==> src/rtl/tftp_transfer_sequencer_unit_assert.svh <==
// ----------------------------------------------------------------------------
// TFTP transfer sequencer assertion macros
// Shared concurrent assertion macros, sampled on clk and disabled in reset.
// ----------------------------------------------------------------------------
`ifndef TFTP_TRANSFER_SEQUENCER_UNIT_ASSERT_SVH
`define TFTP_TRANSFER_SEQUENCER_UNIT_ASSERT_SVH

`ifndef SYNTH

// Checks that the consequent holds in the same cycle as the antecedent.
`define TTS_ASSERT_NOW(name, ante, cons) \
    name: assert property (@(posedge clk) disable iff (!rst_n) (ante) |-> (cons)) \
        else $error("tts assertion failed");

// Checks that the consequent holds in the cycle after the antecedent.
`define TTS_ASSERT_NEXT(name, ante, cons) \
    name: assert property (@(posedge clk) disable iff (!rst_n) (ante) |=> (cons)) \
        else $error("tts assertion failed");

`else

`define TTS_ASSERT_NOW(name, ante, cons)
`define TTS_ASSERT_NEXT(name, ante, cons)

`endif

`endif

==> src/rtl/tts_pkg.sv <==
// ----------------------------------------------------------------------------
// TFTP transfer sequencer package
// Types, event and action codes and size constants shared by the sequencer.
// ----------------------------------------------------------------------------
package tts_pkg;

    // Payload bytes of a full data block.
    localparam int unsigned BLOCK_BYTES = 512;

    // Full block size in the widths used by the compares.
    localparam logic [10:0] BLOCK_LEN_W  = 11'(BLOCK_BYTES);
    localparam logic [9:0]  BLOCK_LEN    = 10'(BLOCK_BYTES);
    localparam logic [11:0] FULL_DGRAM   = 12'(BLOCK_BYTES + 4);

    // Event kinds.
    localparam logic [1:0] FN_START   = 2'd0;
    localparam logic [1:0] FN_PACKET  = 2'd1;
    localparam logic [1:0] FN_TIMEOUT = 2'd2;

    // Actions.
    localparam logic [2:0] ACT_NONE   = 3'd0;
    localparam logic [2:0] ACT_DATA   = 3'd1;
    localparam logic [2:0] ACT_ACK    = 3'd2;
    localparam logic [2:0] ACT_RESEND = 3'd3;
    localparam logic [2:0] ACT_ABORT  = 3'd4;

    // Opcode of a DATA packet.
    localparam logic [7:0] OPC_DATA = 8'h03;

    // Configuration register indexes and reset values.
    localparam logic REG_DIRECTION     = 1'b0;
    localparam logic REG_TIMEOUT_LIMIT = 1'b1;
    localparam logic [3:0] TIMEOUT_LIMIT_RESET = 4'd10;
    localparam logic [3:0] RETRY_MAX = 4'd15;

    typedef struct packed {
        logic       direction;
        logic [3:0] timeout_limit;
    } cfg_t;

    typedef struct packed {
        logic [1:0]  func;
        logic [7:0]  pkt_opcode;
        logic [15:0] pkt_block;
        logic [10:0] pkt_length;
        logic [9:0]  chunk_length;
    } event_t;

    typedef struct packed {
        logic [2:0]  action;
        logic [15:0] out_block;
        logic [9:0]  out_length;
        logic        store_payload;
        logic        transfer_done;
    } result_t;

endpackage

==> src/rtl/tts_cfg_regs.sv <==
// ----------------------------------------------------------------------------
// TFTP transfer sequencer configuration registers
// APB-style register file holding the transfer direction and retry limit.
// ----------------------------------------------------------------------------
module tts_cfg_regs (
    input  logic          clk,
    input  logic          rst_n,
    input  logic          psel,
    input  logic          penable,
    input  logic          pwrite,
    input  logic [2:0]    paddr,
    input  logic [31:0]   pwdata,
    output logic [31:0]   prdata,
    output logic          pready,
    output tts_pkg::cfg_t cfg
);
    import tts_pkg::*;

    logic       direction_reg;
    logic [3:0] timeout_limit_reg;
    logic       wr_en;

    // A write lands in the access phase; the port never stalls.
    assign wr_en  = psel && penable && pwrite;
    assign pready = 1'b1;

    // Register update.
    always_ff @(posedge clk or negedge rst_n)
    begin
        if (!rst_n)
        begin
            direction_reg     <= 1'b0;
            timeout_limit_reg <= TIMEOUT_LIMIT_RESET;
        end
        else if (wr_en)
        begin
            if (paddr[2] == REG_DIRECTION)
            begin
                direction_reg <= pwdata[0];
            end
            else
            begin
                timeout_limit_reg <= pwdata[3:0];
            end
        end
    end

    // Read data.
    always_comb
    begin
        case (paddr[2])
            REG_DIRECTION:     prdata = {31'd0, direction_reg};
            REG_TIMEOUT_LIMIT: prdata = {28'd0, timeout_limit_reg};
            default:           prdata = 32'd0;
        endcase
    end

    assign cfg.direction     = direction_reg;
    assign cfg.timeout_limit = timeout_limit_reg;

endmodule

==> src/rtl/tts_engine.sv <==
// ----------------------------------------------------------------------------
// TFTP transfer sequencer engine
// Transfer state and the per-event decision logic for send and receive mode.
// ----------------------------------------------------------------------------
`include "tftp_transfer_sequencer_unit_assert.svh"

module tts_engine (
    input  logic             clk,
    input  logic             rst_n,
    input  logic             fire,
    input  tts_pkg::cfg_t    cfg,
    input  tts_pkg::event_t  evt,
    output tts_pkg::result_t res
);
    import tts_pkg::*;

    typedef enum logic [1:0] {
        PH_IDLE,
        PH_ACTIVE,
        PH_DONE,
        PH_ABORT
    } phase_t;

    phase_t      phase_reg, phase_next;
    logic [15:0] next_block_reg, next_block_next;
    logic [15:0] sent_block_reg, sent_block_next;
    logic [9:0]  last_size_reg, last_size_next;
    logic [15:0] accepted_block_reg, accepted_block_next;
    logic [3:0]  retry_count_reg, retry_count_next;

    logic [9:0]  chunk_size;
    logic        short_blk;
    logic        dgram_short;
    logic [3:0]  retry_inc;

    // Data size saturates at a full block.
    assign chunk_size  = ({1'b0, evt.chunk_length} > BLOCK_LEN_W) ? BLOCK_LEN
                                                                : evt.chunk_length;
    assign short_blk   = {1'b0, last_size_reg} < BLOCK_LEN_W;
    assign dgram_short = {1'b0, evt.pkt_length} < FULL_DGRAM;
    assign retry_inc   = (retry_count_reg == RETRY_MAX) ? RETRY_MAX
                                                        : retry_count_reg + 4'd1;

    // Decision logic for one event.
    always_comb
    begin
        phase_next          = phase_reg;
        next_block_next     = next_block_reg;
        sent_block_next     = sent_block_reg;
        last_size_next      = last_size_reg;
        accepted_block_next = accepted_block_reg;
        retry_count_next    = retry_count_reg;
        res                 = '0;
        res.action          = ACT_NONE;

        case (evt.func)
            FN_START:
            begin
                phase_next          = PH_ACTIVE;
                retry_count_next    = 4'd0;
                accepted_block_next = 16'd0;
                if (!cfg.direction)
                begin
                    sent_block_next = 16'd1;
                    next_block_next = 16'd2;
                    last_size_next  = chunk_size;
                    res.action      = ACT_DATA;
                    res.out_block   = 16'd1;
                    res.out_length  = chunk_size;
                end
                else
                begin
                    sent_block_next = 16'd0;
                    next_block_next = 16'd1;
                    last_size_next  = 10'd0;
                    res.action      = ACT_ACK;
                end
            end

            FN_PACKET:
            begin
                if (phase_reg == PH_ACTIVE)
                begin
                    retry_count_next = 4'd0;
                    if (!cfg.direction)
                    begin
                        // Send mode: the ack after a short block ends the transfer.
                        if (short_blk)
                        begin
                            phase_next        = PH_DONE;
                            res.transfer_done = 1'b1;
                        end
                        else if (evt.pkt_block == sent_block_reg)
                        begin
                            sent_block_next = next_block_reg;
                            next_block_next = next_block_reg + 16'd1;
                            last_size_next  = chunk_size;
                            res.action      = ACT_DATA;
                            res.out_block   = next_block_reg;
                            res.out_length  = chunk_size;
                        end
                    end
                    else if (evt.pkt_opcode == OPC_DATA &&
                             evt.pkt_block > accepted_block_reg)
                    begin
                        // Receive mode: only newer data blocks are taken.
                        accepted_block_next = evt.pkt_block;
                        res.action          = ACT_ACK;
                        res.out_block       = evt.pkt_block;
                        res.store_payload   = 1'b1;
                        if (dgram_short)
                        begin
                            phase_next        = PH_DONE;
                            res.transfer_done = 1'b1;
                        end
                    end
                end
            end

            FN_TIMEOUT:
            begin
                if (phase_reg == PH_ACTIVE)
                begin
                    retry_count_next = retry_inc;
                    if (retry_inc >= cfg.timeout_limit)
                    begin
                        phase_next = PH_ABORT;
                        res.action = ACT_ABORT;
                    end
                    else if (!cfg.direction)
                    begin
                        res.action     = ACT_RESEND;
                        res.out_block  = sent_block_reg;
                        res.out_length = last_size_reg;
                        if (short_blk)
                        begin
                            phase_next        = PH_DONE;
                            res.transfer_done = 1'b1;
                        end
                    end
                    else
                    begin
                        res.action    = ACT_RESEND;
                        res.out_block = accepted_block_reg;
                    end
                end
            end

            default:
            begin
                res.action = ACT_NONE;
            end
        endcase
    end

    // Transfer state, updated once per processed event.
    always_ff @(posedge clk or negedge rst_n)
    begin
        if (!rst_n)
        begin
            phase_reg          <= PH_IDLE;
            next_block_reg     <= 16'd1;
            sent_block_reg     <= 16'd0;
            last_size_reg      <= 10'd0;
            accepted_block_reg <= 16'd0;
            retry_count_reg    <= 4'd0;
        end
        else if (fire)
        begin
            phase_reg          <= phase_next;
            next_block_reg     <= next_block_next;
            sent_block_reg     <= sent_block_next;
            last_size_reg      <= last_size_next;
            accepted_block_reg <= accepted_block_next;
            retry_count_reg    <= retry_count_next;
        end
    end

    // An abort leaves the transfer in the aborted phase.
    `TTS_ASSERT_NEXT(a_abort_phase, fire && res.action == ACT_ABORT, phase_reg == PH_ABORT)
    // A normal finish leaves the transfer in the done phase.
    `TTS_ASSERT_NEXT(a_done_phase, fire && res.transfer_done, phase_reg == PH_DONE)
    // A start always activates the transfer with a fresh retry count.
    `TTS_ASSERT_NEXT(a_start_fresh, fire && evt.func == FN_START,
                     phase_reg == PH_ACTIVE && retry_count_reg == 4'd0)

endmodule

==> src/rtl/tftp_transfer_sequencer_unit.sv <==
// ----------------------------------------------------------------------------
// TFTP transfer sequencer unit
// Lock-step TFTP block sequencer with request and result registers.
// ----------------------------------------------------------------------------
// Each request (start, received packet or timeout) yields exactly one result
// naming the action to take. A request is registered on acceptance, decided
// against the transfer state once the result register is free, and its result
// is held in an output register until taken. One request can be accepted every
// cycle, limited only by the result side taking results. The user must write
// the direction and retry limit registers over the APB port only while no
// request is in flight; the block itself does not enforce this.
`include "tftp_transfer_sequencer_unit_assert.svh"

module tftp_transfer_sequencer_unit (
    input  logic        clk,
    input  logic        rst_n,
    // Configuration port.
    input  logic        psel,
    input  logic        penable,
    input  logic        pwrite,
    input  logic [2:0]  paddr,
    input  logic [31:0] pwdata,
    output logic [31:0] prdata,
    output logic        pready,
    // Request channel.
    input  logic        in_valid,
    output logic        in_ready,
    input  logic [1:0]  func,
    input  logic [7:0]  pkt_opcode,
    input  logic [15:0] pkt_block,
    input  logic [10:0] pkt_length,
    input  logic [9:0]  chunk_length,
    // Result channel.
    output logic        out_valid,
    input  logic        out_ready,
    output logic [2:0]  action,
    output logic [15:0] out_block,
    output logic [9:0]  out_length,
    output logic        store_payload,
    output logic        transfer_done
);
    import tts_pkg::*;

    cfg_t    cfg;
    event_t  evt_reg;
    result_t res;
    result_t result_reg;
    logic    in_valid_reg;
    logic    out_valid_reg;
    logic    out_free;
    logic    fire;

    // Handshake: the request register drains whenever the result slot frees.
    assign out_free = !out_valid_reg || out_ready;
    assign fire     = in_valid_reg && out_free;
    assign in_ready = !in_valid_reg || out_free;

    tts_cfg_regs u_cfg (
        .clk     (clk),
        .rst_n   (rst_n),
        .psel    (psel),
        .penable (penable),
        .pwrite  (pwrite),
        .paddr   (paddr),
        .pwdata  (pwdata),
        .prdata  (prdata),
        .pready  (pready),
        .cfg     (cfg)
    );

    tts_engine u_engine (
        .clk   (clk),
        .rst_n (rst_n),
        .fire  (fire),
        .cfg   (cfg),
        .evt   (evt_reg),
        .res   (res)
    );

    // Valid flags of the request and result registers.
    always_ff @(posedge clk or negedge rst_n)
    begin
        if (!rst_n)
        begin
            in_valid_reg  <= 1'b0;
            out_valid_reg <= 1'b0;
        end
        else
        begin
            if (in_valid && in_ready)
            begin
                in_valid_reg <= 1'b1;
            end
            else if (fire)
            begin
                in_valid_reg <= 1'b0;
            end

            if (fire)
            begin
                out_valid_reg <= 1'b1;
            end
            else if (out_ready)
            begin
                out_valid_reg <= 1'b0;
            end
        end
    end

    // Request and result payload registers.
    always_ff @(posedge clk)
    begin
        if (in_valid && in_ready)
        begin
            evt_reg.func         <= func;
            evt_reg.pkt_opcode   <= pkt_opcode;
            evt_reg.pkt_block    <= pkt_block;
            evt_reg.pkt_length   <= pkt_length;
            evt_reg.chunk_length <= chunk_length;
        end
        if (fire)
        begin
            result_reg <= res;
        end
    end

    assign out_valid     = out_valid_reg;
    assign action        = result_reg.action;
    assign out_block     = result_reg.out_block;
    assign out_length    = result_reg.out_length;
    assign store_payload = result_reg.store_payload;
    assign transfer_done = result_reg.transfer_done;

    // A full pipeline with a stalled result side takes no new request.
    `TTS_ASSERT_NOW(a_stall_blocks, in_valid_reg && out_valid_reg && !out_ready, !in_ready)
    // A processed request always shows up as a result in the next cycle.
    `TTS_ASSERT_NEXT(a_fire_result, fire, out_valid_reg)
    // Payload is only stored together with an acknowledgement.
    `TTS_ASSERT_NOW(a_store_ack, out_valid_reg && store_payload, action == ACT_ACK)

endmodule
==> config.mk <==
export PLATFORM = sky130hd
export DESIGN_NAME = tftp_transfer_sequencer_unit
export DESIGN_NICKNAME = d
export VERILOG_FILES = /design/src/rtl/tts_pkg.sv /design/src/rtl/tts_cfg_regs.sv /design/src/rtl/tts_engine.sv /design/src/rtl/tftp_transfer_sequencer_unit.sv
export VERILOG_INCLUDE_DIRS = /design/src /design/src/rtl
export SDC_FILE = /design/constraint.sdc
export NUM_CORES = 1
export LEC_CHECK = 0
export ABC_CLOCK_PERIOD_IN_PS = 6100
export BUFFER_PORTS_ARGS = -buffer_cell sky130_fd_sc_hd__buf_2
export CAP_MARGIN = 20
export CELL_PAD_IN_SITES_DETAIL_PLACEMENT = 1
export CELL_PAD_IN_SITES_GLOBAL_PLACEMENT = 1
export CORE_ASPECT_RATIO = 1.2
export CORE_MARGIN = 2
export CORE_UTILIZATION = 46
export DETAILED_ROUTE_END_ITERATION = 12
export GPL_TIMING_DRIVEN = 1
export PLACE_DENSITY_LB_ADDON = 0.1
export SLEW_MARGIN = 20
export SYNTH_ARGS = -nofsm -noshare
export SYNTH_HDL_FRONTEND = slang
export SYNTH_SLANG_ARGS = --single-unit
export TNS_END_PERCENT = 10
==> constraint.sdc <==
create_clock -name clk -period 6.1 [get_ports clk]
set_input_delay 1.22 -clock clk [delete_from_list [all_inputs] [get_ports clk]]
set_output_delay 1.22 -clock clk [all_outputs]
set_load 0.005 [all_outputs]
==> run metrics, run 1 <==
first-pass iteration count of the detailed router=4; Longest Clk Path Bufs=2; DR iter-0 viols=327; vias in the first global route=6016; layout cells sized above 1=22.6%; setup repair after global routing missed its margin=false; clock sinks=147; hold path start=u_engine.last_size_reg[4]; Cells after Synth=682; Setup TNS=0 ns; final period utilization=61.2%; Final Setup Violations=0; sequential share of the synthesized area=55.0%; total grt overflow=0; Vias=approximately 5500; largest net degree at the start of global routing=50; Mapped Avg Cell Area=between 10 and 15 µm²; worst hold stages=2; mapped cell area=7390 µm²; asr flop ratio synth=about half; Critical Path Start Type=flop; max-cap violations=0; ys flop type=edfxtp_1; nets=878; VDD IR max=0.159 mV; slew margin rel.=34.9%; total die area=around 17000 µm²; worst-path fanout max=21; hold-fix buffers at CTS=0; drt wl/cell=20.0 µm; EDFF count, synth=76; core area=15600 µm²; TritonCTS clock tree=yes; post-CTS setup repair buffer count=0; Critical Path AT=4.04 ns; worst endpoint required time=6.41 ns; WL final=slightly below 20000 µm; R2R Setup Slk=approximately 2.4 ns; Worst Hold Class=flop to flop; r2r endpoint=u_engine.accepted_block_reg[3]; P per Cell Area=323 nW/µm²; fin crit period=3.73 ns; Seq cells post-synth=between 100 and 150; cts bufs inserted=17; YS warnings=0; Post-route DRC=0; antenna violations before repair=0; critical path class=flop to flop; first-pass GRT wire length=about 32000 µm; antenna cells=0; crit end category=flop; post_cts resized=0; die height=roughly 140 µm; dpl hpwl=13600 µm; status=finished clean; H-tree levels=4; die width=120 µm; worst slew pin tran=a little under 1 ns; Hold Fails Final Rpt=0; max reg flops=45; Post-Layout Inst Area=roughly 8500 µm²; Worst-path clk slew=0.06 ns; row count=50; Cell Area, Placed=7900 µm²; antenna-violating nets left=0; Synth cell types=55; leakage power=3.63 nW; Worst Hold End=u_engine.last_size_reg[4]; final slew viol count=0; fmax=between 0.2 and 0.3 GHz; IO Count=155; R2R depth=7; Area Overhead vs Synth=15.0%; final RePlAce weighted congestion=0.841; Clk Latency, worst-skew pair=0.43 ns; via/cell ratio=5.63; total track usage=24.3%; clk root buf=clkbuf_16; Worst Skew=0.0140 ns; initial core utilization=a little under half; r2r startpoint=evt_reg[32]; IO Port Bufs=slightly above 90
worst max-delay path: stages, from the launching register on:
cell	delay, ns
edfxtp_1	0.48
ha_1	0.37
nand4_1	0.18
nor3_1	0.39
a21boi_0	0.27
a2111o_1	0.67
nand4_2	0.73
mux2_2	0.50
metal layers:
layer  wire length, µm  GRT usage [%]
met1              7740           27.8
met2             10600           44.4
met3               724           4.39
met4               592           10.1
met5                 0              0
stage by stage:
step / power [mW] / util, % / setup WS, ns / hold WS (ns) / std cells
floorplan: 1.53 / - / 2.81 / 0.443 / 709
global placement: 1.65 / 50.5 / 2.42 / 0.457 / 952
detailed placement: 1.68 / 50.5 / 2.41 / 0.479 / 952
CTS: 2.76 / 54.3 / 2.35 / 0.492 / 984
global route: 2.86 / 54.3 / 2.12 / 0.521 / 984
finish: 2.74 / 54.3 / 2.37 / 0.484 / 984
report_power, final:
group	switching (mW)	internal [mW]
clock network	0.422	0.653
logic	0.243	0.159
registers	0.107	1.16
total	0.772	1.97
area by class of cell:
| type | instances | area (µm²) |
|---|---|---|
| Clock inverter | 13 | 158 |
| Timing Repair Buffer | 99 | 510 |
| Sequential cell | 147 | 4060 |
| Inverter | 36 | 135 |
| Fill cell | 1710 | 7140 |
| Multi-Input combinational cell | 462 | 2930 |
| Tap cell | 208 | 260 |
| Clock buffer | 19 | 443 |
Yosys cell counts (all sizes together), types with 5 or more instances:
cell type / number / area share, %
a21oi: 46 / 3.1
a22o: 5 / 0.59
a22oi: 15 / 1.5
a31oi: 5 / 0.42
and2: 8 / 0.68
and3: 6 / 0.51
buf: 39 / 3.7
clkbuf: 25 / 1.3
dfrtp: 68 / 23
edfxtp: 76 / 31
ha: 26 / 4.4
inv: 36 / 1.8
mux2: 34 / 5.2
nand2: 78 / 4.0
nand2b: 5 / 0.42
nand3: 30 / 2.0
nand3b: 5 / 0.51
nand4: 9 / 0.85
nor2: 33 / 1.7
nor3: 8 / 0.54
nor4: 8 / 1.0
o211ai: 7 / 0.71
o21ai: 38 / 2.6
o31ai: 8 / 0.81
or4: 7 / 0.71
xor2: 16 / 1.9
how the worst max path moves through the flow:
stage	from	endpoint	slack (ns)	cells after the start
after floorplan	out_ready	u_engine.next_block_reg[12]	2.81	8
after global placement	evt_reg[32]	u_engine.accepted_block_reg[12]	2.42	7
after detailed placement	evt_reg[32]	u_engine.accepted_block_reg[9]	2.41	7
after CTS	evt_reg[32]	u_engine.accepted_block_reg[9]	2.35	7
after global routing	u_engine.retry_count_reg[0]	out_length[6]	2.12	10
final	evt_reg[32]	u_engine.accepted_block_reg[3]	2.37	7
cell usage in the layout (no fill, tap or decap), types with 5 or more instances in the layout:
| master | Yosys | routed |
|---|---|---|
| a31oi_1 | 5 | 5 |
| o31ai_1 | 8 | 8 |
| nand3b_1 | 5 | 5 |
| ha_1 | 26 | 26 |
| edfxtp_1 | 76 | 76 |
| nand2b_1 | 5 | 5 |
| xor2_1 | 16 | 16 |
| and2_1 | 8 | 7 |
| and3_1 | 6 | 5 |
| a21oi_1 | 46 | 46 |
| nand3_1 | 30 | 30 |
| o21ai_0 | 38 | 38 |
| mux2_2 | 34 | 34 |
| clkbuf_16 | 0 | 17 |
| a22o_1 | 5 | 5 |
| conb_1 | 2 | 29 |
| o211ai_1 | 7 | 7 |
| inv_1 | 36 | 36 |
| or4_1 | 7 | 7 |
| nand4_1 | 8 | 8 |
| a22oi_1 | 15 | 15 |
| nor3_1 | 8 | 8 |
| buf_4 | 29 | 6 |
| nand2_1 | 78 | 78 |
| dfrtp_1 | 68 | 68 |
| nor2_1 | 33 | 33 |
| buf_2 | 4 | 93 |
kinds of logic (layout without fill, tap and decap cells):
family	after synthesis	after routing	synth area share [%]
other	2	29	0.102
buffers and inverters	100	167	6.82
muxes	35	35	5.32
and+or+nand+nor	209	209	14.1
AOI/OAI and AO/OA	147	147	12.4
adders and majority gates	26	26	4.40
xor gates and xnor gates	16	16	1.90
DFF	147	147	55.0
Power figures use the tool's default switching activity.
==> run 2, diff against run 1 <==
--- a/config.mk
+++ b/config.mk
@@ -6,14 +6,14 @@
 export SDC_FILE = /design/constraint.sdc
 export NUM_CORES = 1
 export LEC_CHECK = 0
-export ABC_CLOCK_PERIOD_IN_PS = 6100
+export ABC_CLOCK_PERIOD_IN_PS = 3350
 export BUFFER_PORTS_ARGS = -buffer_cell sky130_fd_sc_hd__buf_2
 export CAP_MARGIN = 20
 export CELL_PAD_IN_SITES_DETAIL_PLACEMENT = 1
 export CELL_PAD_IN_SITES_GLOBAL_PLACEMENT = 1
 export CORE_ASPECT_RATIO = 1.2
 export CORE_MARGIN = 2
-export CORE_UTILIZATION = 46
+export CORE_UTILIZATION = 39
 export DETAILED_ROUTE_END_ITERATION = 12
 export GPL_TIMING_DRIVEN = 1
 export PLACE_DENSITY_LB_ADDON = 0.1
==> constraint.sdc (replaced) <==
create_clock -name clk -period 3.35 [get_ports clk]
set_input_delay 0.67 -clock clk [delete_from_list [all_inputs] [get_ports clk]]
set_output_delay 0.67 -clock clk [all_outputs]
set_load 0.005 [all_outputs]
==> run metrics, run 2 (synthesized netlist as in run 1, its figures left out) <==
WL final=19700 µm; max reg flops=45; post-CTS setup repair buffer count=0; IO Count=155; fin cells=1044; VDD IR max=0.372 mV; first-pass GRT wire length=31500 µm; critical path class=flop to flop; IO Port Bufs=between 90 and 100; Critical Path AT=3.35 ns; storage element area=4060 µm²; Longest Clk Path Bufs=2; Critical Path Start Type=flop; Worst Hold Class=primary input to async pin; initial core utilization=between 30% and 40%; P per Cell Area=approximately 570 nW/µm²; clock sinks=147; row count=55; layout cells sized above 1=24.0%; fin crit period=3.04 ns; clk root buf=clkbuf_16; WHS=0.323 ns; slew margin rel.=45.3%; core area=18700 µm²; worst slew pin tran=approximately 0.82 ns; Worst-path clk slew=0.07 ns; vias in the first global route=5882; DR iter-0 viols=about 280; Pint=3.47 mW; dpl hpwl=14200 µm; H-tree levels=4; Post-route DRC=0; die width=130 µm; die height=~150 µm; fillers=2109; Psw=between 1 and 1.5 mW; met3 Usage GRT=under 10%; commonest non-fill, non-tap cell in the layout=buf_2; R2R Setup Slk=0.31 ns; nets=890; Area Overhead vs Synth=16.7%; Clk Latency, worst-skew pair=0.43 ns; cts bufs inserted=17; combinational group share of total power=16.0%; Final Setup Violations=0; total grt overflow=0; fmax=between 0.3 and 0.4 GHz; setup repair after global routing missed its margin=false; crit end category=flop; TritonCTS clock tree=yes; total track usage=20.6%; r2r startpoint=evt_reg[32]; final period utilization=90.9%; commonest cells after routing, fill and taps aside=93 x buf_2, 78 x nand2_1, 76 x edfxtp_1; Hold Fails Final Rpt=0; antenna violations before repair=0; Setup TNS=0 ns; GR Util met2=36.9%; final slew viol count=0; via/cell ratio=5.25; Multi-input gate area=around 2900 µm²; placed cell count=1012; sequential power share=46.5%; first-pass iteration count of the detailed router=4; most used routing layer=met2; total die area=20100 µm²; max-cap violations=0; antenna cells=0; M1 GR Usage=24.2%; Worst Skew=roughly 0.012 ns; final RePlAce weighted congestion=0.775; largest net degree at the start of global routing=41; leakage power=around 3.7 nW; Vias=5486; R2R depth=7; status=finished clean; worst endpoint required time=approximately 3.7 ns; antenna-violating nets left=0; r2r endpoint=u_engine.accepted_block_reg[13]; Switching Fraction=29.1%; worst-path fanout max=16; clock group share of total power=37.5%; drt wl/cell=18.8 µm
==> run 2: worst max-delay path, stage by stage, from the launching register on <==
cell and delay [ns]:
edfxtp_1 0.49, ha_1 0.38, nand4_1 0.16, nor3_1 0.36
a21boi_0 0.31, a2111o_1 0.22, nand4_2 0.51, mux2_2 0.49
==> run 2: area by class of cell <==
cell class | instances | area share, %
clock buffer | 18 | 5.09
clock inverter | 14 | 1.45
inverter | 36 | 1.57
multi-input combinational | 462 | 34.0
sequential | 147 | 47.1
tap | 256 | 3.71
timing repair buffer | 111 | 7.11
==> run 2: power groups by stage <==
stage               Combinational (mW)  Sequential (mW)  Clock, mW
global placement                 0.738             2.31          0
global route                     0.888             2.30       1.95
CTS                              0.777             2.28       1.87
detailed placement               0.769             2.31          0
finish                           0.785             2.27       1.83
floorplan                        0.536             2.24          0
==> run 2: worst max path at each step <==
| stage | startpoint | endpoint | slack [ns] | cells past startpoint |
|---|---|---|---|---|
| 4_1_cts | u_engine.retry_count_reg[0] | u_engine.phase_reg[1] | 0.27 | 10 |
| 3_5_place_dp | u_engine.retry_count_reg[0] | out_length[4] | 0.30 | 10 |
| 2_1_floorplan | out_ready | u_engine.next_block_reg[12] | 0.61 | 8 |
| 6_report | evt_reg[32] | u_engine.accepted_block_reg[13] | 0.31 | 7 |
| 3_3_place_gp | evt_reg[32] | u_engine.accepted_block_reg[11] | 0.37 | 7 |
| 5_1_grt | evt_reg[32] | u_engine.accepted_block_reg[13] | 0.15 | 7 |
==> run 2: metrics by stage <==
stage | instance area [µm²] | util, % | total power [mW] | worst slack, ns
6_report | 8630 | 46.1 | 4.89 | 0.306
5_1_grt | 8630 | 46.1 | 5.14 | 0.150
4_1_cts | 8620 | 46.1 | 4.92 | 0.269
3_5_place_dp | 8060 | 43.0 | 3.08 | 0.295
3_3_place_gp | 8060 | 43.0 | 3.04 | 0.372
2_1_floorplan | 7490 | - | 2.78 | 0.610
==> run 2: routing by layer <==
layer  wire, µm  vias up
met5          0        -
li1           -     2576
met2      10700      103
met1       8000     2785
met4        335        0
met3        647       22
==> run 2: timing repair <==
action | CTS | global route
resized for setup | 0 | 1
hold endpoints to repair | 0 | 0
hold buffers | 0 | 0
endpoints found under the setup margin | 0 | 1
==> run 3, diff against run 2 <==
--- a/config.mk
+++ b/config.mk
@@ -13,7 +13,8 @@
 export CELL_PAD_IN_SITES_GLOBAL_PLACEMENT = 1
 export CORE_ASPECT_RATIO = 1.2
 export CORE_MARGIN = 2
-export CORE_UTILIZATION = 39
+export CORE_UTILIZATION = 40
+export CTS_BUF_LIST = sky130_fd_sc_hd__clkbuf_8
 export DETAILED_ROUTE_END_ITERATION = 12
 export GPL_TIMING_DRIVEN = 1
 export PLACE_DENSITY_LB_ADDON = 0.1
==> run metrics, run 3 (synthesized netlist as in run 1, its figures left out) <==
Layout Utilization=a little under half; TritonCTS clock tree=yes; max reg flops=between 40 and 50; max-cap violations=0; antenna cells=0; critical path, cell by cell=ha_1, nand3_1, and2_1, ha_1, nand2b_1, a2111oi_1, o211a_1, and2_1, and2b_1, a22o_1; R2R Setup Slk=0.31 ns; critical path class=flop to flop; first-pass GRT wire length=between 30000 and 40000 µm; Critical Path Start Type=flop; status=finished clean; crit-path max cell delay=0.57 ns; first-pass iteration count of the detailed router=4; cts bufs inserted=17; leakage power=3.61 nW; via/cell ratio=5.43; post-CTS setup repair buffer count=0; P per Cell Area=540 nW/µm²; DR iter-0 viols=291; final RePlAce weighted congestion=a little under 0.8; clock sinks=147; crit end category=flop; Worst Path Buf+Inv=0; die width=about 130 µm; dpl hpwl=about 14000 µm; Worst-path clk slew=about 0.090 ns; Worst Hold Class=primary input to async pin; Longest Clk Path Bufs=2; setup repair after global routing missed its margin=false; antenna-violating nets left=0; wl on met1=approximately 8000 µm; VDD IR max=0.275 mV; worst slew pin tran=about 0.83 ns; fin crit period=3.04 ns; wire length on met2=~10000 µm; met3 routed WL=702 µm; commonest cells after routing, fill and taps aside=93 x buf_2, 78 x nand2_1, 76 x edfxtp_1; Setup TNS=0 ns; largest net degree at the start of global routing=49; Clk Latency, worst-skew pair=0.47 ns; die height=153 µm; initial core utilization=between 40% and 50%; vias in the first global route=5727; core area=18200 µm²; total die area=just under 20000 µm²; Vias=approximately 5500; slowest CP cell=a2111oi_1; final slew viol count=0; Critical Path AT=3.38 ns; worst endpoint required time=roughly 3.7 ns; layout cells sized above 1=a little under a quarter; Worst Skew=0.00931 ns; antenna violations before repair=0; post_cts resized=0; slew margin rel.=44.4%; hold-fix buffers at CTS=0; delay-heaviest family, CP=compound AO/OA/AOI/OAI gates; Post-route DRC=0; WL final=between 15000 and 20000 µm; Hold Fails Final Rpt=0; clk root buf=clkbuf_8; R2R depth=10; H-tree levels=4; commonest non-fill, non-tap cell in the layout=buf_2; Crit path depth=10; Cell Area, Placed=8010 µm²; fmax=0.329 GHz; row count=54; Highest Signal Layer=met4; total track usage=20.8%; drt wl/cell=19.3 µm; final period utilization=just over 90%; Area Overhead vs Synth=14.3%; Final Setup Violations=0; total grt overflow=0; IO Port Bufs=93; Power Total=4.56 mW; Post-Layout Inst Area=8440 µm²; IO Count=155; nets=between 800 and 900; worst-path fanout max=5
run 3: final timing paths:
kind	endpoint	start
worst max-delay path	out_length[5]	u_engine.retry_count_reg[0]
worst min-delay path	out_valid	rst_n
worst max register to register	out_length[5]	u_engine.retry_count_reg[0]
worst min register to register	u_engine.last_size_reg[0]	u_engine.last_size_reg[0]
max in group asynchronous	u_engine.next_block_reg[0]	rst_n
min in group clk	evt_reg[35]	pkt_block[14]
run 3: report_power, final:
group          switching (mW)  internal [mW]  leakage, nW  total (mW)
Sequential              0.172           2.10         1.68        2.27
Combinational           0.457          0.307         1.72       0.764
Clock                   0.764          0.761        0.214        1.53
Total                    1.39           3.17         3.61        4.56
run 3: stage by stage:
stage,worst slack (ns),cells,hold slack [ns]
final,0.312,1011,0.199
after global routing,0.00536,1011,0.225
after CTS,0.297,1011,0.204
after detailed placement,0.323,979,0.475
after global placement,0.353,979,0.457
after floorplan,0.610,709,0.374
run 3: cell type report:
type / count / area [µm²]
sequential: 147 / 4060
tap: 224 / 280
fill: 2039 / 9730
multi-input combinational: 462 / 2930
clock inverter: 15 / 199
inverter: 36 / 135
timing repair buffer: 110 / 606
clock buffer: 17 / 234
run 3: layer usage:
metal  vias to the layer above  global-route usage (%)
met3                        33                    4.17
met1                      2752                    24.6
met4                         0                    8.90
li1                       2575                       -
met2                       127                    36.5
met5                         -                       0
